<file path="config.mk">
export PLATFORM = sky130hd
export DESIGN_NAME = ordered_list_engine_core
export DESIGN_NICKNAME = d
export VERILOG_FILES = /design/src/rtl/olist_pkg.sv /design/src/rtl/olist_cell.sv /design/src/rtl/ordered_list_engine_core.sv
export VERILOG_INCLUDE_DIRS = /design/src /design/src/rtl
export SDC_FILE = /design/constraint.sdc
export NUM_CORES = 2
export LEC_CHECK = 0
export BUFFER_PORTS_ARGS = -buffer_cell sky130_fd_sc_hd__buf_4
export CORE_MARGIN = 2
export CORE_UTILIZATION = 50
export CTS_CLUSTER_SIZE = 12
export DETAILED_ROUTE_END_ITERATION = 8
export PLACE_DENSITY_LB_ADDON = 0.15
export SLEW_MARGIN = 25
export SYNTH_ARGS = -nofsm -noshare
export SYNTH_HDL_FRONTEND = slang
export SYNTH_HIERARCHICAL = 1
export SYNTH_SLANG_ARGS = --single-unit
</file>
<file path="constraint.sdc">
create_clock -name clk_i -period 9.1 [get_ports clk_i]
set_input_delay 0.91 -clock clk_i [delete_from_list [all_inputs] [get_ports clk_i]]
set_output_delay 0.91 -clock clk_i [all_outputs]
set_load 0.05 [all_outputs]
</file>
<file path="src/rtl/ordered_list_engine_core_assert.svh">
// Assertion macros for the ordered list engine.
`ifndef ORDERED_LIST_ENGINE_CORE_ASSERT_SVH
`define ORDERED_LIST_ENGINE_CORE_ASSERT_SVH

// Expression must hold at every clock edge outside reset.
`define OLE_ASSERT_HOLDS(lbl, clk, rstn, expr, msg) \
  lbl: assert property (@(posedge clk) disable iff (!rstn) (expr)) else $error(msg);

// Consequent must hold in the cycle after the antecedent.
`define OLE_ASSERT_NEXT(lbl, clk, rstn, ante, cons, msg) \
  lbl: assert property (@(posedge clk) disable iff (!rstn) (ante) |=> (cons)) else $error(msg);

// Consequent must hold at the delay n after the antecedent.
`define OLE_ASSERT_AFTER(lbl, clk, rstn, ante, n, cons, msg) \
  lbl: assert property (@(posedge clk) disable iff (!rstn) (ante) |-> ##n (cons)) else $error(msg);

`endif

</file>
<file path="src/rtl/olist_pkg.sv">
// Shared types and codes of the ordered list engine.
package olist_pkg;

  localparam int DataW  = 32;
  localparam int IndexW = 4;
  localparam int CountW = 5;

  typedef enum logic [2:0] {
    FN_PUSH_FRONT = 3'd0,
    FN_PUSH_BACK  = 3'd1,
    FN_POP_FRONT  = 3'd2,
    FN_POP_BACK   = 3'd3,
    FN_INSERT_AT  = 3'd4,
    FN_REMOVE_AT  = 3'd5,
    FN_FIND       = 3'd6,
    FN_READ_AT    = 3'd7
  } func_e;

  typedef enum logic [2:0] {
    ST_OK        = 3'd0,
    ST_EMPTY     = 3'd1,
    ST_BAD_INDEX = 3'd2,
    ST_FULL      = 3'd3,
    ST_NOT_FOUND = 3'd4
  } status_e;

  typedef enum logic [1:0] {
    CELL_HOLD   = 2'd0,
    CELL_INSERT = 2'd1,
    CELL_REMOVE = 2'd2,
    CELL_ROTATE = 2'd3
  } cell_op_e;

  typedef struct packed {
    func_e                     func;
    logic signed [DataW-1:0]   value;
    logic        [IndexW-1:0]  index;
    logic                      clear_all;
  } in_word_t;

  typedef struct packed {
    status_e                   status;
    logic signed [DataW-1:0]   data;
    logic        [IndexW-1:0]  position;
    logic        [CountW-1:0]  count;
  } out_word_t;

  typedef struct packed {
    cell_op_e                  op;
    logic signed [DataW-1:0]   value;
  } chain_cmd_t;

endpackage

</file>
<file path="src/rtl/olist_cell.sv">
// One storage cell of the list chain, holding the element at a fixed position.
module olist_cell #(
  parameter int PtrW = 4,
  parameter int Pos  = 0
) (
  input  logic                                clk_i,
  input  olist_pkg::chain_cmd_t               cmd_i,
  input  logic [PtrW-1:0]                     pos_i,
  input  logic signed [olist_pkg::DataW-1:0]  lower_i,
  input  logic signed [olist_pkg::DataW-1:0]  upper_i,
  output logic signed [olist_pkg::DataW-1:0]  value_o
);

  localparam logic [PtrW-1:0] Here = PtrW'(Pos);

  logic signed [olist_pkg::DataW-1:0] value_q, value_d;

  always_comb begin
    value_d = value_q;
    unique case (cmd_i.op)
      olist_pkg::CELL_HOLD: begin
        value_d = value_q;
      end
      olist_pkg::CELL_INSERT: begin
        // open a gap at the insert point, take the new word there
        if (Here > pos_i) begin
          value_d = lower_i;
        end else if (Here == pos_i) begin
          value_d = cmd_i.value;
        end
      end
      olist_pkg::CELL_REMOVE: begin
        if (Here >= pos_i) begin
          value_d = upper_i;
        end
      end
      olist_pkg::CELL_ROTATE: begin
        value_d = upper_i;
      end
      default: begin
        value_d = value_q;
      end
    endcase
  end

  always_ff @(posedge clk_i) begin
    value_q <= value_d;
  end

  assign value_o = value_q;

endmodule

</file>
<file path="src/rtl/ordered_list_engine_core.sv">
// Top level of the ordered list engine: cell chain and its sequencer.
//
// Usage: request words enter on in_valid_i/in_ready_o/in_word_i, one result word
// per request leaves on out_valid_o/out_ready_i/out_word_o. The list lives in a
// row of DEPTH cells, element k in cell k.
// Clear, push front, push back, pop front, insert at, and any refused request
// are done in the cycle the word is accepted: the result is valid in the next
// cycle; a new word can follow in every cycle while the output register is
// free or draining. Pop back, remove at, find and read at rotate the whole
// chain once round to bring every element past cell 0: a rotation step for
// every cell, then a finishing step that registers the result. No new word
// is taken meanwhile.
// Reset empties the list (count zero); cell contents stay undefined until
// written and are never read beyond the current count.
// A stalled receiver holds the result in the output register; a new request is
// taken only in a cycle where that register is empty or being drained.
module ordered_list_engine_core #(
  parameter int DEPTH = 16
) (
  input  logic                  clk_i,
  input  logic                  rst_ni,
  input  logic                  in_valid_i,
  output logic                  in_ready_o,
  input  olist_pkg::in_word_t   in_word_i,
  output logic                  out_valid_o,
  input  logic                  out_ready_i,
  output olist_pkg::out_word_t  out_word_o
);

  `include "ordered_list_engine_core_assert.svh"

  localparam int PtrW   = $clog2(DEPTH);
  localparam int LenW   = $clog2(DEPTH + 1);
  localparam int CmpW   = (LenW > olist_pkg::IndexW) ? LenW : olist_pkg::IndexW;
  localparam int DataW  = olist_pkg::DataW;
  localparam int CountW = olist_pkg::CountW;
  localparam int IndexW = olist_pkg::IndexW;

  typedef enum logic [1:0] {
    S_IDLE,
    S_ROTATE,
    S_FINISH
  } ctrl_state_e;

  // Sequencer registers
  ctrl_state_e                 state_q, state_d;
  logic [LenW-1:0]             length_q, length_d;
  logic [PtrW-1:0]             rot_q, rot_d;
  olist_pkg::func_e            job_q, job_d;
  logic [PtrW-1:0]             target_q, target_d;
  logic signed [DataW-1:0]     key_q, key_d;
  logic signed [DataW-1:0]     data_q, data_d;
  logic                        found_q, found_d;
  logic [PtrW-1:0]             fpos_q, fpos_d;
  logic                        out_valid_q, out_valid_d;
  olist_pkg::out_word_t        out_word_q, out_word_d;

  // Chain
  logic signed [DataW-1:0]     cell_val [DEPTH];
  logic signed [DataW-1:0]     lower_val [DEPTH];
  logic signed [DataW-1:0]     upper_val [DEPTH];
  olist_pkg::chain_cmd_t       chain_cmd;
  logic [PtrW-1:0]             chain_pos;

  // Decode of the incoming word
  logic                        accept;
  logic                        is_empty;
  logic                        is_full;
  logic                        idx_big;
  logic                        start_rot;
  logic [PtrW-1:0]             rot_target;
  olist_pkg::status_e          imm_status;
  logic signed [DataW-1:0]     imm_data;
  logic [LenW-1:0]             imm_len;
  olist_pkg::cell_op_e         imm_op;
  logic [PtrW-1:0]             imm_pos;

  // Rotation datapath
  logic signed [DataW-1:0]     head;
  logic                        head_match;
  logic                        last_rot;

  // Build the row of cells; the top cell wraps round to cell 0 for rotation
  for (genvar k = 0; k < DEPTH; k++) begin : g_cell
    if (k == 0) begin : g_first
      assign lower_val[k] = '0;
    end else begin : g_inner_lo
      assign lower_val[k] = cell_val[k-1];
    end
    if (k == DEPTH - 1) begin : g_last
      assign upper_val[k] = cell_val[0];
    end else begin : g_inner_hi
      assign upper_val[k] = cell_val[k+1];
    end

    olist_cell #(
      .PtrW (PtrW),
      .Pos  (k)
    ) u_cell (
      .clk_i   (clk_i),
      .cmd_i   (chain_cmd),
      .pos_i   (chain_pos),
      .lower_i (lower_val[k]),
      .upper_i (upper_val[k]),
      .value_o (cell_val[k])
    );
  end

  // Take a word only when idle and the output register is free this cycle
  assign in_ready_o = (state_q == S_IDLE) && (!out_valid_q || out_ready_i);
  assign accept     = in_valid_i && in_ready_o;

  assign is_empty = (length_q == '0);
  assign is_full  = (length_q == LenW'(DEPTH));
  assign idx_big  = CmpW'(in_word_i.index) >= CmpW'(length_q);

  // Work out the immediate outcome, or decide to rotate
  always_comb begin
    imm_status = olist_pkg::ST_OK;
    imm_data   = '0;
    imm_len    = length_q;
    imm_op     = olist_pkg::CELL_HOLD;
    imm_pos    = '0;
    start_rot  = 1'b0;
    rot_target = '0;
    if (in_word_i.clear_all) begin
      imm_len = '0;
    end else begin
      unique case (in_word_i.func)
        olist_pkg::FN_PUSH_FRONT: begin
          if (is_full) begin
            imm_status = olist_pkg::ST_FULL;
          end else begin
            imm_op  = olist_pkg::CELL_INSERT;
            imm_len = length_q + LenW'(1);
          end
        end
        olist_pkg::FN_PUSH_BACK: begin
          if (is_full) begin
            imm_status = olist_pkg::ST_FULL;
          end else begin
            imm_op  = olist_pkg::CELL_INSERT;
            imm_pos = PtrW'(length_q);
            imm_len = length_q + LenW'(1);
          end
        end
        olist_pkg::FN_POP_FRONT: begin
          if (is_empty) begin
            imm_status = olist_pkg::ST_EMPTY;
          end else begin
            imm_data = cell_val[0];
            imm_op   = olist_pkg::CELL_REMOVE;
            imm_len  = length_q - LenW'(1);
          end
        end
        olist_pkg::FN_POP_BACK: begin
          if (is_empty) begin
            imm_status = olist_pkg::ST_EMPTY;
          end else begin
            start_rot  = 1'b1;
            rot_target = PtrW'(length_q - LenW'(1));
          end
        end
        olist_pkg::FN_INSERT_AT: begin
          if (idx_big) begin
            imm_status = olist_pkg::ST_BAD_INDEX;
          end else if (is_full) begin
            imm_status = olist_pkg::ST_FULL;
          end else begin
            imm_op  = olist_pkg::CELL_INSERT;
            imm_pos = PtrW'(in_word_i.index);
            imm_len = length_q + LenW'(1);
          end
        end
        olist_pkg::FN_REMOVE_AT: begin
          if (is_empty) begin
            imm_status = olist_pkg::ST_EMPTY;
          end else if (idx_big) begin
            imm_status = olist_pkg::ST_BAD_INDEX;
          end else begin
            start_rot  = 1'b1;
            rot_target = PtrW'(in_word_i.index);
          end
        end
        olist_pkg::FN_FIND: begin
          if (is_empty) begin
            imm_status = olist_pkg::ST_EMPTY;
          end else begin
            start_rot = 1'b1;
          end
        end
        olist_pkg::FN_READ_AT: begin
          if (is_empty) begin
            imm_status = olist_pkg::ST_EMPTY;
          end else if (idx_big) begin
            imm_status = olist_pkg::ST_BAD_INDEX;
          end else begin
            start_rot  = 1'b1;
            rot_target = PtrW'(in_word_i.index);
          end
        end
        default: begin
          imm_status = olist_pkg::ST_OK;
        end
      endcase
    end
  end

  // Element rot_q sits in cell 0 during rotation step rot_q
  assign head       = cell_val[0];
  assign head_match = (head == key_q) && (LenW'(rot_q) < length_q);
  assign last_rot   = (rot_q == PtrW'(DEPTH - 1));

  always_comb begin
    state_d       = state_q;
    length_d      = length_q;
    rot_d         = rot_q;
    job_d         = job_q;
    target_d      = target_q;
    key_d         = key_q;
    data_d        = data_q;
    found_d       = found_q;
    fpos_d        = fpos_q;
    out_valid_d   = out_valid_q && !out_ready_i;
    out_word_d    = out_word_q;
    chain_cmd.op    = olist_pkg::CELL_HOLD;
    chain_cmd.value = in_word_i.value;
    chain_pos       = '0;

    unique case (state_q)
      S_IDLE: begin
        if (accept) begin
          if (start_rot) begin
            // hold the request and spin the chain once round
            state_d  = S_ROTATE;
            rot_d    = '0;
            job_d    = in_word_i.func;
            target_d = rot_target;
            key_d    = in_word_i.value;
            data_d   = '0;
            found_d  = 1'b0;
            fpos_d   = '0;
          end else begin
            chain_cmd.op = imm_op;
            chain_pos    = imm_pos;
            length_d     = imm_len;
            out_valid_d  = 1'b1;
            out_word_d   = '{status:   imm_status,
                             data:     imm_data,
                             position: '0,
                             count:    CountW'(imm_len)};
          end
        end
      end
      S_ROTATE: begin
        chain_cmd.op = olist_pkg::CELL_ROTATE;
        rot_d        = rot_q + PtrW'(1);
        if (rot_q == target_q) begin
          data_d = head;
        end
        if (!found_q && head_match) begin
          found_d = 1'b1;
          fpos_d  = rot_q;
        end
        if (last_rot) begin
          state_d = S_FINISH;
          rot_d   = '0;
        end
      end
      S_FINISH: begin
        // chain is back in order; close the gap where needed and report
        state_d     = S_IDLE;
        out_valid_d = 1'b1;
        out_word_d  = '{status:   olist_pkg::ST_OK,
                        data:     data_q,
                        position: '0,
                        count:    CountW'(length_q)};
        unique case (job_q)
          olist_pkg::FN_POP_BACK: begin
            length_d         = length_q - LenW'(1);
            out_word_d.count = CountW'(length_q - LenW'(1));
          end
          olist_pkg::FN_REMOVE_AT: begin
            chain_cmd.op     = olist_pkg::CELL_REMOVE;
            chain_pos        = target_q;
            length_d         = length_q - LenW'(1);
            out_word_d.count = CountW'(length_q - LenW'(1));
          end
          olist_pkg::FN_FIND: begin
            out_word_d.data = '0;
            if (found_q) begin
              out_word_d.position = IndexW'(fpos_q);
            end else begin
              out_word_d.status = olist_pkg::ST_NOT_FOUND;
            end
          end
          default: begin
            out_word_d.data = data_q;
          end
        endcase
      end
      default: begin
        state_d = S_IDLE;
      end
    endcase
  end

  always_ff @(posedge clk_i or negedge rst_ni) begin
    if (!rst_ni) begin
      state_q     <= S_IDLE;
      length_q    <= '0;
      rot_q       <= '0;
      job_q       <= olist_pkg::FN_PUSH_FRONT;
      target_q    <= '0;
      key_q       <= '0;
      data_q      <= '0;
      found_q     <= 1'b0;
      fpos_q      <= '0;
      out_valid_q <= 1'b0;
      out_word_q  <= '0;
    end else begin
      state_q     <= state_d;
      length_q    <= length_d;
      rot_q       <= rot_d;
      job_q       <= job_d;
      target_q    <= target_d;
      key_q       <= key_d;
      data_q      <= data_d;
      found_q     <= found_d;
      fpos_q      <= fpos_d;
      out_valid_q <= out_valid_d;
      out_word_q  <= out_word_d;
    end
  end

  assign out_valid_o = out_valid_q;
  assign out_word_o  = out_word_q;

  // Checks on the sequencer
  `OLE_ASSERT_HOLDS(a_len_bound, clk_i, rst_ni, length_q <= LenW'(DEPTH), "length beyond depth")
  `OLE_ASSERT_HOLDS(a_rot_idle, clk_i, rst_ni, (state_q != S_IDLE) || (rot_q == '0), "rotation counter not parked")
  `OLE_ASSERT_NEXT(a_finish, clk_i, rst_ni, state_q == S_FINISH, (state_q == S_IDLE) && out_valid_o, "finish did not report")
  `OLE_ASSERT_AFTER(a_rot_latency, clk_i, rst_ni, accept && start_rot, (DEPTH + 2), out_valid_o, "rotating request late")

endmodule

</file>
## After elaboration in Yosys (flattened, before gate mapping)

Index checks and enable logic that the tools add are counted.

| storage, ports and cells | value |
|---|---|
| register bits after elaboration | 644 |
| logic and storage cells | 323 |
| input bits | 44 |

| cells by class | value |
|---|---|
| reduce and logical (&&, ||, !) cells | 43 |
| add/subtract/negate cells | 3 |
| bitwise gates (word level) | 1 |
| mux-type cells | 140 |
| equality and inequality tests | 72 |
| $lt $le $gt $ge | 34 |

Operators with widths:

| kind | count |
|---|---|
| $mux W32 | 55 |
| $pmux W32 S3 | 16 |
| $mux W44 | 2 |
| $pmux W44 S2 | 1 |
| $mux W4 | 17 |
| $pmux W32 S2 | 1 |
| $reduce_and A3 Y1 | 20 |
| $ne A3 B1 Y1 const B | 16 |
| $pmux W4 S2 | 5 |
| $mux W5 | 7 |
| $eq A32 B32 Y1 | 1 |
| $eq A4 B4 Y1 const A | 8 |
| $ge A4 B4 Y1 const A | 8 |
| $gt A4 B4 Y1 const A | 8 |
| $ne A2 B1 Y1 const B | 16 |
| $mux W2 | 11 |
| $eq A3 B3 Y1 const B | 6 |
| $eq A3 B4 Y1 const A | 4 |
| $ge A3 B4 Y1 const A | 4 |
| $gt A3 B4 Y1 const A | 4 |
| $mux W3 | 5 |
| $pmux W5 S3 | 1 |
| $ne A2 B2 Y1 const B | 6 |
| $pmux W2 S3 | 2 |
| 35 further kinds | 69 |

## Logic depth before layout (Yosys ltp)

| logic depth | value |
|---|---|
| depth after elaboration | 12 |
| depth in mapped cells | 14 |
| mapped depth without buffers | 11 |

## By module

The synthesis kept the hierarchy.

Modules (own cells, without submodules):

| module | area an instance (sq um) | sequential area each (sq um) | instances | cells each |
|---|---|---|---|---|
| ordered_list_engine_core | 6,749.0 | 3,178.0 | 1 | 632 |
| olist_cell (g_cell[2].u_cell) | 2,170.8 | 960.9 | 1 | 190 |
| olist_cell (g_cell[12].u_cell) | 2,044.5 | 960.9 | 1 | 183 |
| olist_cell (g_cell[14].u_cell) | 1,971.9 | 960.9 | 1 | 179 |
| olist_cell (g_cell[6].u_cell) | 1,785.5 | 960.9 | 1 | 177 |
| olist_cell (g_cell[10].u_cell) | 1,704.1 | 960.9 | 1 | 177 |
| olist_cell (g_cell[8].u_cell) | 1,685.4 | 960.9 | 1 | 141 |
| olist_cell (g_cell[13].u_cell) | 1,674.1 | 960.9 | 1 | 141 |
| olist_cell (g_cell[3].u_cell) | 1,666.6 | 960.9 | 1 | 141 |
| olist_cell (g_cell[4].u_cell) | 1,666.6 | 960.9 | 1 | 142 |
| olist_cell (g_cell[7].u_cell) | 1,664.1 | 960.9 | 1 | 150 |
| olist_cell (g_cell[9].u_cell) | 1,660.3 | 960.9 | 1 | 151 |
| olist_cell (g_cell[1].u_cell) | 1,657.8 | 960.9 | 1 | 141 |
| olist_cell (g_cell[15].u_cell) | 1,650.3 | 960.9 | 1 | 140 |
| 3 more rows | n/a | n/a | n/a | n/a |

## Worst setup path before layout

Ideal clock, no wire load.

| timing | value |
|---|---|
| path kind | register -> register |
| start point | register length_q[3] |
| end point | register g_cell[14].u_cell.value_q, in the netlist g_cell[14].u_cell/value_o[0] (enable) |
| required time | 8.659 ns |
| setup time | 0.441 ns |
| path slack | 0.666 ns |
| stages on the path, launching flop included | 13 |
| buffers on the path | 3 |
| data arrival time | 7.993 ns |
| cell sequence | dfrtp_1 > clkbuf_1 > inv_1 > ha_1 > o21ai_0 > a21oi_1 > a211oi_4 > or2_2 > o41ai_1 > buf_4 > buf_4 > nor2_1 > a31oi_1 |

RTL lines:

| element | line | text |
|---|---|---|
| from (decl) | ordered_list_engine_core.sv:47 | `logic [LenW-1:0] length_q, length_d;` |
| from (signal assigned) | ordered_list_engine_core.sv:323 | `length_q <= length_d;` |
| to (signal assigned) | olist_cell.sv:47 | `value_q <= value_d;` |
| to (decl) | olist_cell.sv:16 | `logic signed [olist_pkg::DataW-1:0] value_q, value_d;` |

## Worst setup path after layout

| timing | value |
|---|---|
| start point | register length_q[2] |
| end point | register g_cell[4].u_cell.value_q, in the netlist g_cell[4].u_cell/value_o[15] (enable) |

| between the ends | value |
|---|---|
| word-level cells in the longest chain between the ends | 11 |
| elaborated cells on any way between the ends | 34 |
| those cells by class | 3 x order compare; 6 x eq/ne; 21 x mux; 1 x bitwise; 3 x reduce/logical |

Ends and longest elaborated chain:

| element | line | text |
|---|---|---|
| $ge A4 B5 Y1 / $eq A5 B5 Y1 (equally long branches) | ordered_list_engine_core.sv:115, ordered_list_engine_core.sv:114 |  |
| $mux W1 / $mux W4 (equally long branches) | ordered_list_engine_core.sv:178, ordered_list_engine_core.sv:195, ordered_list_engine_core.sv:167 |  |
| $mux W1 / $mux W4 (equally long branches) | ordered_list_engine_core.sv:193, ordered_list_engine_core.sv:165 |  |
| $pmux W1 S2 / $pmux W4 S2 (equally long branches) | ordered_list_engine_core.sv:129 | `unique case (in_word_i.func)` |
| $mux W1 / $mux W4 (equally long branches) | ordered_list_engine_core.sv:126 | `if (in_word_i.clear_all) begin` |
| $mux W4 * | ordered_list_engine_core.sv:233 | `if (start_rot) begin` |
| $mux W4 * | ordered_list_engine_core.sv:232 | `if (accept) begin` |
| $pmux W4 S2 * | ordered_list_engine_core.sv:230 | `unique case (state_q)` |
| named net chain_pos[2] | ordered_list_engine_core.sv:63 | `logic [PtrW-1:0] chain_pos;` |
| $gt A3 B4 Y1 (tied with other cells) | olist_cell.sv:26 | `if (Here > pos_i) begin` |
| $ne A3 B1 Y1 (no line) / $ne A2 B1 Y1 (equally long branches) | n/a |  |
| $reduce_and A3 Y1 (no line) * | n/a |  |
| to (signal assigned) | olist_cell.sv:47 |  |
| to (decl) | olist_cell.sv:16 |  |

Mark *: on every way through the listed nets, which the timed path passes. The rest lies on a longest branch.
A chain may end at the register's enable or synchronous reset.

==> results.md <==
* Fin nets at 2988
* Pwr Total at 14.6 mW
* Sw power at 5.49 mW
* Hold Worst Slack at 0.246 ns
* CP top delay family: compound AO/OA/AOI/OAI gates
* Row count at 96
* Vias in the first global route at 23400
* CTS clk-pin slew, worst paths at 0.06 ns
* First-pass GRT wire length at 152000 um
* Crit path max-delay cell type: maj3_2
* Status: completed
* Non-filler instance count after layout at 3869
* CP cell instances: inv_1 > ha_1 > a2111oi_0 > nor2_1 > nor3b_1 > a32o_1 > a22o_4 > buf_4 > buf_4 > o21a_1 > nor2_1 > maj3_2
* Drt via density at roughly 6.3
* Endpoints failing setup at 0
* Fmax at 0.176 GHz
* GRT overflow at 0
* H-tree lvl count at 3
* Die Y at 266 um
* IO Pins at 90
* Max-slew violation count at 0
* Min cycle time layout at 5.70 ns
* Post-CTS Setup Inserts at 0
* Drt wl/cell at 26.1 um
* Vias at 24400
* Gate Count Post-Synth at about 3000
* Die width at roughly 270 um
* Port Buffers at 89
* Post-synth net total at 3032
* Ys Warns at 6
* Normalized max-slew margin at between 20% and 30%
* Hold WC Path Type: in2async
* Post-Place Cells at 3737
* CTS tree: yes
* Diodes inserted at 0
* Critical Path RT at 9.32 ns
* Clock root buffer: clkbuf_16
* Avg Cell Area, Syn at 11.6 um^2
* Worst-path fanout max at 78
* Clock power frac at 19.4%
* Core area at 0.0683 mm^2
* Pre-CTS setup slack at 3.22 ns
* Most common cell after layout, fill and taps aside: edfxtp_1
* Lkg Pwr at 15.0 nW
* Comb pwr share at roughly 34%
* Mapped cell area at 0.0344 mm^2
* CP max stage delay at 0.69 ns
* Setup WS post-layout at 3.40 ns
* Reg power frac at 46.4%
* RSZ-0062 raised after global routing: no
* Worst-Skew Late Latency at about 0.62 ns
* Final Core Density at 54.7%
* Post-DP HPWL at 64900 um
* First DRT Iteration DRCs at approximately 3200
* Worst-margin pin slew at 1.16 ns
* Clock buffer depth at 3
* Setup crit end kind: flip-flop
* Int Power at between 9 and 10 mW
* CP Data Arrival Time at 5.92 ns
* Startpoint types: flip-flop
* # hold bufs at CTS at 0
* TNS Setup at 0 ns
* Share of layout cells above drive strength 1 at 14.7%
* Most frequent cells in the layout: edfxtp_1, nand2_1, mux2i_1
* Clk_skew at 0.0290 ns
* Post-route cell area at ~0.037 mm^2
* PwrDens at 391 mW/mm^2
* CTS Buf Count at 72
* Die area at 0.0710 mm^2
* Placer's final routability congestion estimate at 0.874
* DP Area at ~0.035 mm^2
* Period utilisation layout at between 60% and 70%
* DRC Markers at 0
* Max-cap violations at 0
* Maximum VDD drop at 0.264 mV
* Total Wirelength at 101000 um
* Largest net degree at the start of global routing at between 200 and 300
* Kind of critical path: reg2reg
* Initial antenna violation count at 1
* Crit path buf inv count at 3
* Antenna-violating nets left at 0
* Post_cts resized at 0
* Initial Util at 50.4%
* Aggregate global-route resource usage at 28.2%
* Sw Share at 37.6%
* Clock sinks at 639
* P&R area growth vs syn at 8.44%
* DRT Pass-1 Iters at 7
* Final hold viol count at 0
metal layers:
metal	vias to the layer above	wire, um	GRT usage [%]
met5	-	0	0
met1	12000	46000	43.4
li1	11100	-	-
met3	138	9390	4.92
met4	0	2400	7.87
met2	1162	43300	40.7
power groups by stage:
stage,registers (mW),clock network [mW],logic [mW]
3_3_place_gp,6.77,0,4.74
5_1_grt,6.91,2.99,5.48
3_5_place_dp,6.79,0,4.91
4_1_cts,6.74,2.88,4.93
6_report,6.77,2.84,4.99
2_1_floorplan,6.12,0,3.80
final cells by class:
type,instances,area [um^2]
multi-input combinational,2045,14200
clock buffer,104,2040
inverter,47,176
timing repair buffer,126,1040
fill,5853,31000
sequential,639,18600
clock inverter,26,220
tap,882,1100
sequential cells by signal, summed over array words and instances (netlist names):
name / cells
g_cell.u_cell/value_o: 512
out_word_o: 39
data_q: 32
key_q: 32
length_q: 5
fpos_q: 4
rot_q: 4
target_q: 4
job_q: 3
state_q: 2
found_q: 1
out_valid_o: 1
path summary, 6_finish.rpt:
kind	startpoint	to	slack, ns	cells past startpoint
min in group clk_i	out_word_o[43]$_DFFE_PN0P_	out_word_o[43]$_DFFE_PN0P_	0.49	1
max	length_q[2]$_DFFE_PN0P_	g_cell[4].u_cell/value_o[15]$_DFFE_PP_	3.40	12
max reg2reg	length_q[2]$_DFFE_PN0P_	g_cell[4].u_cell/value_o[15]$_DFFE_PP_	3.40	12
min	rst_ni	length_q[3]$_DFFE_PN0P_	0.25	1
max in group asynchronous	rst_ni	data_q[16]$_DFFE_PN0P_	7.82	2
min reg2reg	out_word_o[43]$_DFFE_PN0P_	out_word_o[43]$_DFFE_PN0P_	0.49	1
worst reg2reg max path, stage by stage (launching register included):
cell and delay [ns]:
dfrtp_1 0.68, inv_1 0.27, ha_1 0.30, a2111oi_0 0.52, nor2_1 0.20, nor3b_1 0.44, a32o_1 0.23, a22o_4 0.50
buf_4 0.49, buf_4 0.68, o21a_1 0.27, nor2_1 0.04, maj3_2 0.69
No activity file was read; power rests on OpenSTA's default activity.
